<file path="config.mk">
export PLATFORM = sky130hd
export DESIGN_NAME = pcpu_isqrt
export DESIGN_NICKNAME = d
export VERILOG_FILES = /design/src/rtl/core/pcpu_pkg.sv /design/src/rtl/core/pcpu_isqrt.sv
export SDC_FILE = /design/constraint.sdc
export NUM_CORES = 2
export LEC_CHECK = 0
export BUFFER_PORTS_ARGS = -buffer_cell sky130_fd_sc_hd__buf_2
export CORE_ASPECT_RATIO = 1.2
export CORE_MARGIN = 2
export CORE_UTILIZATION = 67
export CTS_CLUSTER_DIAMETER = 80
export DETAILED_ROUTE_END_ITERATION = 7
export GPL_TIMING_DRIVEN = 0
export PLACE_DENSITY_LB_ADDON = 0.15
export SYNTH_ARGS = -nofsm -noshare
export SYNTH_HDL_FRONTEND = slang
export SYNTH_SLANG_ARGS = --single-unit
</file>
<file path="constraint.sdc">
create_clock -name clk -period 10.24 [get_ports clk]
set_input_delay 0.512 -clock clk [delete_from_list [all_inputs] [get_ports clk]]
set_output_delay 0.512 -clock clk [all_outputs]
set_load 0.05 [all_outputs]
</file>
<file path="src/rtl/core/pcpu_pkg.sv">
// Shared types and constants for the polar converter with phase unwrap.
// Holds the sequencer state type, unit status struct and CORDIC angle table.
// Used by pcpu_cordic, pcpu_isqrt and polar_convert_phase_unwrap.
`default_nettype none

package pcpu_pkg;

  localparam int CH_W         = 3;
  localparam int PHASE_W      = 17;
  localparam int DIFF_W       = 18;
  localparam int ACC_W        = 48;
  localparam int Z_W          = 26;
  localparam int CORDIC_STEPS = 24;
  localparam int STEP_W       = 5;

  typedef enum logic [1:0] {
    ST_IDLE,
    ST_CALC,
    ST_DIFF,
    ST_ACC
  } state_t;

  typedef struct packed {
    logic busy;
    logic done;
  } unit_stat_t;

  function automatic logic signed [Z_W-1:0] atan_entry(input logic [STEP_W-1:0] step);
    logic signed [Z_W-1:0] val;
    case (step)
      5'd0:    val = 26'sd4194304;
      5'd1:    val = 26'sd2476042;
      5'd2:    val = 26'sd1308273;
      5'd3:    val = 26'sd664100;
      5'd4:    val = 26'sd333339;
      5'd5:    val = 26'sd166832;
      5'd6:    val = 26'sd83436;
      5'd7:    val = 26'sd41721;
      5'd8:    val = 26'sd20861;
      5'd9:    val = 26'sd10430;
      5'd10:   val = 26'sd5215;
      5'd11:   val = 26'sd2608;
      5'd12:   val = 26'sd1304;
      5'd13:   val = 26'sd652;
      5'd14:   val = 26'sd326;
      5'd15:   val = 26'sd163;
      5'd16:   val = 26'sd81;
      5'd17:   val = 26'sd41;
      5'd18:   val = 26'sd20;
      5'd19:   val = 26'sd10;
      5'd20:   val = 26'sd5;
      5'd21:   val = 26'sd3;
      5'd22:   val = 26'sd1;
      5'd23:   val = 26'sd1;
      default: val = '0;
    endcase
    return val;
  endfunction

endpackage

`default_nettype wire

</file>
<file path="src/rtl/core/pcpu_isqrt.sv">
// Iterative rounded square root of re^2 + im^2, one result bit per cycle.
// Squares are registered before the recurrence; uses pcpu_pkg.
`default_nettype none

module pcpu_isqrt #(
  parameter int SAMPLE_BITS = 24
) (
  input  wire logic                          clk,
  input  wire logic                          rst_n,
  input  wire logic                          start,
  input  wire logic signed [SAMPLE_BITS-1:0] re,
  input  wire logic signed [SAMPLE_BITS-1:0] im,
  output pcpu_pkg::unit_stat_t               stat,
  output logic [SAMPLE_BITS-1:0]             magnitude
);

  localparam int NW    = 2 * SAMPLE_BITS;
  localparam int CNT_W = $clog2(SAMPLE_BITS + 1);
  localparam logic [CNT_W-1:0] LAST_CNT = CNT_W'(SAMPLE_BITS - 1);

  logic                    sum_r;
  logic                    iter_r;
  logic                    fin_r;
  logic                    done_r;
  logic [CNT_W-1:0]        cnt_r;
  logic [NW-1:0]           sqa_r;
  logic [NW-1:0]           sqb_r;
  logic [NW-1:0]           rem_r;
  logic [NW-1:0]           res_r;
  logic [NW-1:0]           bit_r;
  logic [SAMPLE_BITS-1:0]  mag_r;

  logic signed [NW-1:0]    pa;
  logic signed [NW-1:0]    pb;
  logic [NW-1:0]           trial;
  logic [NW-1:0]           res_rnd;

  always_comb begin
    pa      = re * re;
    pb      = im * im;
    trial   = res_r + bit_r;
    res_rnd = res_r + NW'(rem_r > res_r);
  end

  always_ff @(posedge clk) begin
    if (!rst_n) begin
      sum_r  <= 1'b0;
      iter_r <= 1'b0;
      fin_r  <= 1'b0;
      done_r <= 1'b0;
      cnt_r  <= '0;
    end else begin
      done_r <= fin_r;
      fin_r  <= iter_r && (cnt_r == LAST_CNT);
      sum_r  <= start;
      if (sum_r) begin
        iter_r <= 1'b1;
        cnt_r  <= '0;
      end else if (iter_r) begin
        cnt_r <= cnt_r + 1'b1;
        if (cnt_r == LAST_CNT) begin
          iter_r <= 1'b0;
        end
      end
    end
  end

  always_ff @(posedge clk) begin
    if (start) begin
      sqa_r <= $unsigned(pa);
      sqb_r <= $unsigned(pb);
    end
    if (sum_r) begin
      rem_r <= sqa_r + sqb_r;
      res_r <= '0;
      bit_r <= NW'(1) << (NW - 2);
    end else if (iter_r) begin
      if (rem_r >= trial) begin
        rem_r <= rem_r - trial;
        res_r <= (res_r >> 1) + bit_r;
      end else begin
        res_r <= res_r >> 1;
      end
      bit_r <= bit_r >> 2;
    end
    if (fin_r) begin
      mag_r <= res_rnd[SAMPLE_BITS-1:0];
    end
  end

  assign stat.busy = sum_r | iter_r | fin_r;
  assign stat.done = done_r;
  assign magnitude = mag_r;

endmodule

`default_nettype wire

</file>
# Word level (Yosys, flattened, before mapping)
# Index checks and enable logic that the tools add are counted.
# word_totals
register_bits	249
input_bits	51
wordCells	37
# op_classes
add_sub_neg	6
multipliers	2
order_cmp	2
n_eq_ne	1
muxes	7
n_bitwise	3
n_reduce_logical	5
# ops
operator	count
$mux 48	4
$mul 24x24->48	2
$add 47x47->48	1
$add 48x47->48	1
$add 48x48->48	1
$ge 48x48->1	1
$gt 48x48->1	1
$sub 48x48->48	1
$add 24x1->24	1
$add 5x1->5 const B	1
$eq 5x5->1 const B	1
$reduce_bool 2->1	2
$mux 1	3
$or 1x1->1	2
$reduce_and 2->1	1
$reduce_or 2->1	1
$logic_and 1x1->1	1
$not 1->1	1

# Longest topological paths before layout
# logic_depth
depth_word	5
depth_mapped	29
mapped_depth_nobuf	26

# Worst setup path after synthesis
# No wires, ideal clock.
# synth_path
kind	input -> register
start	input re[10]
end	register sqa_r[42] (data pin)
arrival_time_ps	7120
path_slack_ps	2846
stages	28
path_cell_list	clkbuf_1 -> buf_1 -> nand2_1 -> fa_1 -> inv_1 -> fa_1 -> inv_1 -> fa_1 -> inv_1 -> fa_1 -> inv_1 -> fa_1 -> inv_1 -> fa_1 -> inv_1 -> fa_1 -> inv_1 -> ha_1 -> nand4_1 -> a2111oi_0 -> o31ai_1 -> o211a_1 -> o31ai_1 -> a41oi_1 -> o21ai_1 -> a31oi_1 -> mux2i_1 -> o2111ai_1
# synth_via
elab_chain_cells	1
# synth_lines
element	line_no	text
start, declared	pcpu_isqrt.sv:11	input wire logic signed [SAMPLE_BITS-1:0] re,
$mul 24x24->48	pcpu_isqrt.sv:39	pa = re * re;
via pa[42]	pcpu_isqrt.sv:33	logic signed [NW-1:0] pa;
end signal, assigned	pcpu_isqrt.sv:70	sqa_r <= $unsigned(pa);
end, declared	pcpu_isqrt.sv:26	logic [NW-1:0] sqa_r;
# The timed path passes the listed nets, and every way through them passes these cells.
# A chain may end at the register's enable or synchronous reset.

# Worst setup path after layout
# Same ends and word-level chain as after synthesis.

==> summary.txt <==
Run status
  • Status: complete, no violations

Critical path
  • CP Max Fanout: 10
  • CP Launch Type: primary input
  • Data arrival, critical path: 8980 ps
  • RR Endpoint: rem_r[15]
  • CP peak stage delay: 640 ps
  • Worst Path Required: 10,580 ps
  • Worst Setup End Kind: flop
  • R2R cell count: 21
  • Flop2flop setup slack: 3440 ps
  • Crit path kind: primary input to flop
  • Worst path slowest cell: buf_1
  • FF-to-FF Start: bit_r[2]

Synth
  • Yosys warns: 0
  • Netlist cell types: 82
  • Largest cells by area after synthesis: fa_1, ha_1, inv_1
  • Post-synthesis sequential area ratio: 11.8%
  • Mapped Nets: 7,582
  • Async set-or-reset flop fraction in the synthesized netlist: 0%
  • Yosys top cell area share: 39.9%
  • Synth area leader: fa_1
  • Flop and latch count out of synthesis: 247
  • Post-synth EDFFs: 166
  • Synthesized instance count: 5,935
  • Mapped cell area: 55,800 um^2
  • Main flop type after synthesis: edfxtp_1
  • Syn avg cell area: 9.40 um^2

Clock tree
  • Worst-skew pair later-pin latency: 610 ps
  • CTS tree: yes
  • Post-cts hold buffer count: 0
  • Longest Clk Path Bufs: 3
  • Total setup buffers inserted after CTS: 0
  • # clock sinks: 247
  • CTS resizes: 0
  • H-tree depth: 1
  • CTS Buf Count: 31
  • CTS root buffer: clkbuf_16
  • Clk slew on worst S/H paths: 60 ps

Cells and area
  • Sequential cell area: 6610 um^2
  • Fill count: 6,438
  • Fin cells: 7,183
  • Nets: 7,693
  • Area of the multi-input gates: 43,200 um^2
  • Ratio of cells with drive above 1 in the final layout: 3.46%
  • Area growth syn-to-layout: 5.24%

Route
  • DR vias/cell: 5.88
  • First-pass iteration count of the detailed router: 6
  • DRC viols: 0
  • Routed via count: 42,300
  • DRT iter0 DRCs: 3,461
  • Post-Route WL: 151,000 um
  • Routed Antenna Nets: 0
  • WL per Instance: 21.0 um

Timing
  • Final Hold Fails: 0
  • Part of the cycle the worst path needs: 84.4%
  • Slew at the pin closest to its max-slew limit: 1230 ps
  • RSZ-0062 raised after global routing: false
  • Slew Viols, Final: 0
  • Clk_skew: 29.0 ps
  • Setup TNS: 0 ps
  • Min Tclk post-route: 8640 ps
  • Setup WS post-layout: 1600 ps
  • Slew headroom: 17.2%
  • FMAX: 116 MHz
  • Setup Viol. Count Final: 0

Global route
  • Gr usage total: 36.7%
  • Met2 Use GR: 62.5%
  • Largest net degree at the start of global routing: 78
  • Vias in the first global route: 45,300
  • Initial antenna violation count: 1
  • Global-route congestion overflow total: 0
  • Met1 Resource Use GR: 43.6%
  • Met3 GRT Util: 4.96%
  • First-pass GRT wire length: 239,000 um
  • Most used routing layer: met2

Floorplanning
  • Initial core utilization: 67.8%
  • Die Ht: 320 um
  • Die area: 85,600 um^2
  • CORE AREA: 82,300 um^2
  • DIE WIDTH: 267 um
  • Row cnt: 115
  • I/O pin count: 77

Min path
  • Min-delay src: rst_n
  • WHS Path Cells: 3
  • Hold EP: fin_r
  • HP Class: primary input to flop

Place
  • Port-buffer cells: 76
  • DP Worst Slack: 1120 ps
  • Dpl hpwl: 127,000 um
  • GPL Wtd Cong: 1.02
  • Dpl cells: 7,124

Run
  • Max Cap Violations: 0
## flip-flops by register name, summed over array words and instances, names as in the netlist
register	cells
magnitude	24
fin_r	1
rem_r	48
res_r	48
iter_r	1
sum_r	1
cnt_r	5
bit_r	24
sqb_r	47
done_r	1
sqa_r	47
## placed cells by master (no fill, tap or decap), types with 65 or more instances in the layout
cell type  count
edfxtp_1     166
o21ai_0      139
nor2b_1       65
xnor2_1      178
clkbuf_1     162
nand2_1      523
buf_2         89
ha_1         483
xor2_1        94
and2_1       220
a21oi_1      216
fa_1        1113
a21o_1       128
dfxtp_1       81
nor2_1       243
inv_1       1393
## per-stage QoR
stage | utilization, % | hold WS [ps] | area (um^2)
after global placement | 70.0 | 497 | 57600
after floorplan | - | 479 | 55800
after global routing | 71.4 | 223 | 58700
after detailed placement | 70.0 | 502 | 57600
after CTS | 71.4 | 193 | 58700
final | 71.4 | 211 | 58700
## cell type report
class | count | share of cell area, %
Multi-Input combinational cell | 4105 | 73.6
Inverter | 1394 | 8.91
Sequential cell | 247 | 11.2
Buffer | 189 | 1.28
Clock buffer | 41 | 1.62
Tap cell | 1111 | 2.37
Clock inverter | 17 | 0.253
Antenna cell | 1 | 0.00426
Timing Repair Buffer | 78 | 0.733
## logic make-up after synthesis
| group | count (synthesis) | share of synthesized area, % |
|---|---|---|
| adder cells (fa/ha/maj) | 1596 | 50.7 |
| flip-flops | 247 | 11.8 |
| multiplexers | 51 | 0.935 |
| AO/OA/AOI/OAI | 844 | 10.0 |
| buffers and inverters | 1583 | 10.7 |
| XOR/XNOR | 272 | 4.27 |
| AND/OR/NAND/NOR | 1342 | 11.5 |
## worst max path at each step
stage,startpoint,to,slack [ps],cells past startpoint
2_1_floorplan,re[10],sqa_r[42],2850,28
3_3_place_gp,re[10],sqa_r[45],1240,28
3_5_place_dp,re[10],sqa_r[45],1120,28
4_1_cts,re[10],sqa_r[42],1730,29
5_1_grt,re[10],sqa_r[42],1220,29
6_report,re[10],sqa_r[42],1600,29
## metal layers
| metal | share of wire, % | vias to the layer above | wire [um] |
|---|---|---|---|
| met2 | 49 | 1834 | 74100 |
| met3 | 7.3 | 614 | 11000 |
| li1 | - | 18800 | - |
| met5 | 0.011 | - | 17 |
| met1 | 36 | 21000 | 53900 |
| met4 | 8.1 | 2 | 12200 |
## critical path: cells and delay by family
family                     cells  cell delay [ps]
adders and majority gates      8             3810
muxes                          1              220
AOI/OAI and AO/OA              8             2320
buffers and inverters         10             1670
and+or+nand+nor                2              430
## cell usage after synthesis, types with 34 or more instances
| cell type | number |
|---|---|
| and2_1 | 220 |
| ha_1 | 483 |
| nor2_1 | 243 |
| nand2_1 | 524 |
| edfxtp_1 | 166 |
| a31oi_1 | 57 |
| o21bai_1 | 34 |
| inv_1 | 1393 |
| clkbuf_1 | 161 |
| nand4_1 | 43 |
| xnor2_1 | 178 |
| nor2b_1 | 65 |
| xor2_1 | 94 |
| dfxtp_1 | 81 |
| o21a_1 | 43 |
| nand3_1 | 59 |
| fa_1 | 1113 |
| nand2b_1 | 38 |
| o21ai_0 | 139 |
| a21o_1 | 128 |
| nor3_1 | 53 |
| mux2i_1 | 42 |
| a21oi_1 | 216 |
Power is left out: the tool's default activity adds up to more than one toggle a clock period on the data nets, which glitch-free logic cannot reach.
